--- src/hw/rtl/aps_ram.sv ---
// Generic single-write, single-read RAM with a registered read port.
// Depends on nothing; holds the entity table of the engine core.
module aps_ram #(
  parameter int WIDTH = 8,
  parameter int DEPTH = 64
) (
  input  logic                     clk_i,
  input  logic                     we_i,
  input  logic [$clog2(DEPTH)-1:0] waddr_i,
  input  logic [WIDTH-1:0]         wdata_i,
  input  logic [$clog2(DEPTH)-1:0] raddr_i,
  output logic [WIDTH-1:0]         rdata_o
);

  logic [WIDTH-1:0] mem_q [DEPTH];
  logic [WIDTH-1:0] rdata_q;

  always_ff @(posedge clk_i) begin
    if (we_i) begin
      mem_q[waddr_i] <= wdata_i;
    end
    rdata_q <= mem_q[raddr_i];
  end

  assign rdata_o = rdata_q;

endmodule

--- config.mk ---
export PLATFORM = sky130hd
export DESIGN_NAME = aps_ram
export DESIGN_NICKNAME = d
export VERILOG_FILES = /design/src/hw/rtl/aps_ram.sv
export SDC_FILE = /design/constraint.sdc
export NUM_CORES = 1
export LEC_CHECK = 0
export BUFFER_PORTS_ARGS = -buffer_cell sky130_fd_sc_hd__buf_4
export CAP_MARGIN = 20
export CORE_UTILIZATION = 40
export CTS_BUF_LIST = sky130_fd_sc_hd__clkbuf_8
export DETAILED_ROUTE_END_ITERATION = 8
export GPL_TIMING_DRIVEN = 0
export PLACE_DENSITY = 0.55
export SYNTH_ARGS = -nofsm -noshare
export SYNTH_HDL_FRONTEND = slang
export SYNTH_SLANG_ARGS = --single-unit
--- constraint.sdc ---
create_clock -name clk_i -period 2.3 [get_ports clk_i]
set_clock_uncertainty 0.05 [all_clocks]
set_input_delay 0.115 -clock clk_i [delete_from_list [all_inputs] [get_ports clk_i]]
set_output_delay 0.115 -clock clk_i [all_outputs]
set_load 0.1 [all_outputs]
---- Word level (Yosys, flattened, before mapping) ----
Memory sizes are Yosys's and may differ from the RTL's. A register that Yosys moved wholly into a read port is not among the register bits.
Index checks and enable logic that the tools add are counted.
cells by class
  muxes and demuxes ....................... 2
operators by type and width
  kind              count
  2-to-1 mux 1 bit  2
storage, ports and cells
  bits in registers ....................... 0
  memory bits (writable) .................. 512
  input bits .............................. 22
  output and inout port bits .............. 8
  memories ................................ 1
memory list
  memory  words  width  rd ports  clocked after memory_dff  wr ports  RTL line  text
  mem_q   64     8      1         1                         1         15        logic [WIDTH-1:0] mem_q [DEPTH];

---- Logic depth before layout (Yosys ltp) ----
Gate-level depths: netlist of run 1.
  depth in word-level cells ............... 2
  depth in mapped cells ................... 9

---- Least setup slack after synthesis of run 1 ----
OpenSTA, ideal clock, no wires.
  path type ............................... input to register
  start point ............................. in raddr_i[1]
  end point ............................... reg rdata_q[3] (netlist: rdata_o[3]) (read register of mem_q)
  arrival ................................. 1655 ps
  required time ........................... 2122 ps
  path slack .............................. 467 ps
  stages .................................. 7
  path buffers ............................ 3
  path through ............................ buf_4 buf_2 buf_2 mux4_2 mux4_2 o21ai_1 o41ai_1
RTL lines
  item             RTL line  text
  start, declared  11        input logic [$clog2(DEPTH)-1:0] raddr_i,
  end, declared    16        logic [WIDTH-1:0] rdata_q;

==> impl_results.md, run 1 <==
- Layout fillers: 4220
- CP startpoint: raddr_i[1]
- WP data arrival: 2.74 ns
- Dominant synthesized flop cell: edfxtp_1
- Critical Path Fanout Max: 10
- Internal: 14400 uW
- Synth top area cells: edfxtp_1, mux4_2, nor2_1
- DR DRC count: 0
- Reg2reg end: rdata_o[4]$_DFF_P_
- Final Cycle Share: 101%
- Top-area cell type share of the netlist area: 76.2%
- Worst hold path class: in -> reg
- First-pass GRT wire length: 71700 um
- Largest area contributor in the netlist: edfxtp_1
- DR vias/cell: 5.57
- Routed wire per std cell: 28.1 um
- Number of flops mapped to enable cells by yosys: 512
- Clk sink count: 520
- Root Driver: clkbuf_8
- Fmax achieved: 0.432 GHz
- Syn Area/Cell: 21.5 um^2
- Share of cells above drive strength 1: 26.2%
- MaxCap Viol Count: 0
- DRT iter0 DRCs: 1176
- CP required: 2.72 ns
- Final Wtd Congestion: 0.914
- Crit start category: input pin
- Vias: 9897
- Area Growth Syn to Fin: 12.5%
- R2R Path Start: mem_q[29][4]$_DFFE_PP_
- Gr ovfl total: 0
- Num CTS Buffers: 83
- Min Tclk post-route: 2.31 ns
- Final WS setup: -0.0146 ns
- GRT Util Overall: 20.2%
- Slew headroom: 29.4%
- Placement Rows: 81
- Pin count of the biggest net entering global routing: 65
- Crit. End Element: flip-flop
- Synth cell types: 40
- Status: finished with violations
- DIE HEIGHT: 227 um
- Vias in the first global route: 10100
- Post-synthesis sequential area ratio: 77.0%
- Yosys warnings: 0
- Initial antenna violation count: 3
- Boundary Pins: 30
- RSZ-0062 raised after global routing: false
- Flops & latches, synth: 520
- Peak supply drop: 344 uV
- N_diodes: 0
- Syn nets: 962
- Syn Std Cell Area: 20200 um^2
- Pre-CTS WS: -0.682 ns
- Pre-antenna DRT Iters: 5
- Final ANT Viol Nets: 0
- Chip Width: 227 um
- CTS HTree Levels: 3
- Worst slew pin tran: 1.06 ns
- Worst-path clk slew: 0.05 ns
- Worst reg2reg path depth: 5
- Drt total wl: 50000 um
- Die area: 51300 um^2
- Starting Density: 40.9%
- Leakage Power: 0.00713 uW
- Pwr dens: 826 nW/um^2
- Post-layout util: 46.0%
- R2R setup slack: 0.11 ns
- Dpl cell area: 21200 um^2
- Failing checks: hold timing, setup timing
- Post-route cell area: 22700 um^2
- Nets: 1076
- Crit path capture: rdata_o[5]$_DFF_P_
- Worst hold slack: -0.00614 ns
- Synth async-reset ratio: 0%
- Hold Vio Cnt, Final: 4
- Crit path kind: in -> reg
- Clk buf depth: 3
- NetSw: 4310 uW
- Seq pwr share: 56.1%
- Final setup vio count: 1
- Port bufs: 21
- Hpwl dp: 31400 um
- Switching Fraction: 23.0%
- Core area: 49400 um^2
- Power share of the clock group: 37.4%
- Pins Over Slew Limit: 0
- CTS tree: done
- Gate power share: 6.4%
- Cell count after synthesis: 940
- Worst skew pair latency: 0.65 ns
## synthesized netlist by cell type, types with 4 or more instances
master    count
edfxtp_1    512
mux4_2      126
nor2_1       83
mux2i_1      23
nand2_1      19
clkbuf_1     17
nor2b_1      14
buf_4        13
mux2_2       13
nand3_1      13
buf_2        11
dfxtp_1       8
o221ai_1      8
o22ai_1       8
nand2b_1      7
nor3_1        7
a221oi_1      6
a211oi_1      4
buf_1         4
buf_6         4
## worst min path at each step
stage	from	end	slack [ns]	cells after the start
global route	wdata_i[3]	mem_q[50][3]$_DFFE_PP_	0.01	1
floorplan	wdata_i[0]	mem_q[0][0]$_DFFE_PP_	0.16	0
CTS	wdata_i[0]	mem_q[46][0]$_DFFE_PP_	0.004	1
finish	wdata_i[3]	mem_q[51][3]$_DFFE_PP_	-0.006	1
global placement	raddr_i[5]	rdata_o[3]$_DFF_P_	0.49	2
detailed placement	raddr_i[5]	rdata_o[5]$_DFF_P_	0.48	2
## sequential cells by signal, indices dropped and copies added, names as in the netlist
name / cells
mem_q: 512
rdata_o: 8
## metal layers
metal  routed length (um)  global-route usage [%]  vias up
met5                   28                       0        -
met4                 1320                    7.00        4
met3                 3180                    3.99       83
met2                23000                    31.0      353
met1                22400                    29.0     5287
li1                     -                       -     4170
## critical path, cell delays in order
cell     delay, ns
buf_4         0.17
buf_2         0.52
buf_4         0.35
buf_2         0.40
mux4_2        0.37
mux2i_1       0.33
a21oi_1       0.12
o21ai_1       0.15
o41ai_1       0.18
## logic make-up after synthesis
logic type	after synthesis	share of synthesized area (%)
compound gates	54	2.07
mux	162	15.9
flops	520	77.0
buf+inv	51	1.57
simple gates	153	3.39
## power groups by stage
| stage | sequential, uW | combinational [uW] | clock [uW] |
|---|---|---|---|
| floorplan | 10800 | 559 | 0 |
| global placement | 10700 | 1200 | 0 |
| detailed placement | 10700 | 1210 | 0 |
| CTS | 10500 | 1210 | 7160 |
| global route | 10500 | 1270 | 7560 |
| finish | 10500 | 1210 | 7010 |
## final cells by class
cell class / count / area (um^2) / share of cell area, %
clock buffer: 89 / 1220 / 5.40
buffer: 50 / 314 / 1.38
timing repair buffer: 30 / 240 / 1.06
clock inverter: 55 / 215 / 0.949
sequential: 520 / 15500 / 68.5
tap: 664 / 831 / 3.66
multi-input combinational: 369 / 4330 / 19.1
## layout by cell type (no fill, tap or decap), types with 13 or more instances in the layout
cell type  synthesis  layout
buf_4             13      35
clkbuf_1          17      16
clkbuf_8           0      89
clkinv_1           0      17
edfxtp_1         512     512
inv_1              0      33
mux2_2            13      13
mux2i_1           23      23
mux4_2           126     126
nand2_1           19      19
nor2_1            83      81
nor2b_1           14      14
## repair_timing
| action | 4_1_cts | 5_1_grt |
|---|---|---|
| buffers inserted | 0 | 0 |
| cloned | 0 | 0 |
| setup endpoints to repair | 3 | 21 |
| hold buffers | 7 | 0 |
| gates resized for setup | 0 | 5 |
| hold endpoints to repair | 176 | 0 |
## stage by stage
| step | total power [uW] | instances | TNS, ns | hold slack [ns] |
|---|---|---|---|---|
| after CTS | 18900 | 1777 | 0 | 0.00404 |
| after global placement | 11900 | 1625 | -22.36 | 0.487 |
| after global routing | 19300 | 1777 | 0 | 0.0107 |
| after floorplan | 11400 | 940 | 0 | 0.164 |
| after detailed placement | 11900 | 1627 | -30.63 | 0.482 |
| final | 18700 | 1777 | -0.0146 | -0.00614 |
Power figures use the tool's default switching activity.
==> run 2, diff against run 1 <==
- CORE_ASPECT_RATIO: not set -> 0.7
==> impl_results.md, run 2 (synthesis results as in run 1) <==
- Post-layout util: 46.0% (about the same)
- Crit. End Element: flip-flop (unchanged)
- Worst reg2reg path depth: 4 (was 5)
- CTS HTree Levels: 3 (unchanged)
- Nets: 1073 (was 1076)
- Reg2reg end: rdata_o[1]$_DFF_P_ (was rdata_o[4]$_DFF_P_)
- Worst hold path class: in -> reg (unchanged)
- R2R setup slack: 0.11 ns (about the same)
- Port bufs: 21 (unchanged)
- Gr ovfl total: 0 (unchanged)
- MaxCap Viol Count: 0 (unchanged)
- WHS Endpoint: mem_q[26][5]$_DFFE_PP_ (was mem_q[51][3]$_DFFE_PP_)
- Vias in the first global route: 10100 (about the same)
- Drt total wl: 50500 um (was 50000 um)
- DR DRC count: 0 (unchanged)
- Core area: 49500 um^2 (was 49400 um^2)
- Worst Hold Launch: wdata_i[5] (was wdata_i[3])
- Final Cycle Share: 96.9% (was 101%)
- Routed wire per std cell: 28.3 um (was 28.1 um)
- Num CTS Buffers: 80 (was 83)
- Critical Path Fanout Max: 10 (unchanged)
- Worst skew pair latency: 0.65 ns (about the same)
- CP required: 2.71 ns (was 2.72 ns)
- Crit path kind: in -> reg (unchanged)
- Post-CTS Setup Bufs: 0 (unchanged)
- DIE HEIGHT: 190 um (was 227 um)
- Boundary Pins: 30 (unchanged)
- R2R Path Start: mem_q[47][1]$_DFFE_PP_ (was mem_q[29][4]$_DFFE_PP_)
- Pwr dens: 836 nW/um^2 (was 826 nW/um^2)
- Hold path depth: 1 (unchanged)
- N_diodes: 0 (unchanged)
- Root Driver: clkbuf_8 (unchanged)
- Hpwl dp: 31900 um (was 31400 um)
- Vias: 10000 (was 9897)
- Initial antenna violation count: 1 (was 3)
- Placement Rows: 68 (was 81)
- Final setup vio count: 0 (was 1)
- First-pass GRT wire length: 72700 um (was 71700 um)
- DRT iter0 DRCs: 1152 (was 1176)
- Crit start category: input pin (unchanged)
- Most flop-heavy register: mem_q (unchanged)
- Clk buf depth: 3 (unchanged)
- Pin count of the biggest net entering global routing: 65 (unchanged)
- Final Wtd Congestion: 0.851 (was 0.914)
- Inst Count DP: 1628 (was 1627)
- Peak supply drop: 482 uV (was 344 uV)
- Leakage Power: 0.00714 uW (was 0.00713 uW)
- Min Tclk post-route: 2.23 ns (was 2.31 ns)
- WP data arrival: 2.64 ns (was 2.74 ns)
- Die area: 51300 um^2 (about the same)
- Worst-path clk slew: 0.06 ns (was 0.05 ns)
- Area Growth Syn to Fin: 12.9% (was 12.5%)
- Commonest non-fill, non-tap cell in the layout: edfxtp_1 (unchanged)
- RSZ-0062 raised after global routing: false (unchanged)
- Total Neg Setup Slack: 0 ns (was -0.0146 ns)
- GRT Util Overall: 20.1% (was 20.2%)
- Pre-antenna DRT Iters: 5 (unchanged)
- Pins Over Slew Limit: 0 (unchanged)
- Clk sink count: 520 (unchanged)
- Hold Vio Cnt, Final: 0 (was 4)
- Share of cells above drive strength 1: 27.1% (was 26.2%)
- Final ANT Viol Nets: 0 (unchanged)
- Worst slew pin tran: 1.05 ns (was 1.06 ns)
- Slew headroom: 29.9% (was 29.4%)
- Chip Width: 270 um (was 227 um)
- CTS tree: done (unchanged)
- Starting Density: 40.7% (was 40.9%)
- DR vias/cell: 5.62 (was 5.57)
- Non-Filler Instances: 1781 (was 1777)
- Commonest cells after routing, fill and taps aside: edfxtp_1, mux4_2, clkbuf_8 (unchanged)
- Tot Pwr: 19000 uW (was 18700 uW)
- Status: finished, final reports clean (was finished with violations)
- Fmax achieved: 0.448 GHz (was 0.432 GHz)
- Max reg flops: 512 (unchanged)
-- run 2: what timing repair did --
item	in CTS	in global routing
hold endpoints to repair	142	0
gates resized for setup	6	7
endpoints found under the setup margin	3	5
hold buffers	5	0
-- run 2: layout make-up --
type	count	area [um^2]
Tap cell	665	832
Sequential cell	520	15500
Clock buffer	86	1180
Buffer	51	327
Timing Repair Buffer	29	234
Clock inverter	61	302
Fill cell	4229	26800
Multi-Input combinational cell	369	4350
-- run 2: routing by layer --
layer	GRT usage, %	vias to the layer above	wire length, um
met4	4.93	2	873
met5	1.03	-	69
li1	-	4160	-
met2	26.7	472	20800
met1	31.9	5294	23400
met3	5.96	79	5350
-- run 2: worst max-delay path by stage --
stage,from,end,slack [ns],cells after the start
3_3_place_gp,raddr_i[1],rdata_o[4]$_DFF_P_,-0.77,8
2_1_floorplan,raddr_i[1],rdata_o[3]$_DFF_P_,0.47,7
4_1_cts,raddr_i[1],rdata_o[3]$_DFF_P_,0.0005,9
6_report,raddr_i[2],rdata_o[5]$_DFF_P_,0.07,6
5_1_grt,waddr_i[0],mem_q[14][0]$_DFFE_PP_,0.009,5
3_5_place_dp,raddr_i[1],rdata_o[4]$_DFF_P_,-0.72,8
-- run 2: critical path: stages --
cell and delay (ns):
buf_2 0.19, buf_4 0.29, clkbuf_1 0.73, mux4_2 0.39
o22ai_1 0.19, o41ai_1 0.69
-- run 2: metrics by stage --
step	setup WS (ns)	hold WS (ns)	instance area (um^2)
after floorplan	0.467	0.164	20200
after global placement	-0.770	0.486	21200
after detailed placement	-0.724	0.485	21200
after CTS	0.000457	0.00887	22700
after global routing	0.00944	0.0214	22800
final	0.0702	0.0152	22800
-- run 2: power by group --
part / switching, uW / internal, uW / total (uW)
clock network: 3620 / 3680 / 7290
logic: 824 / 397 / 1220
registers: 18.8 / 10500 / 10500
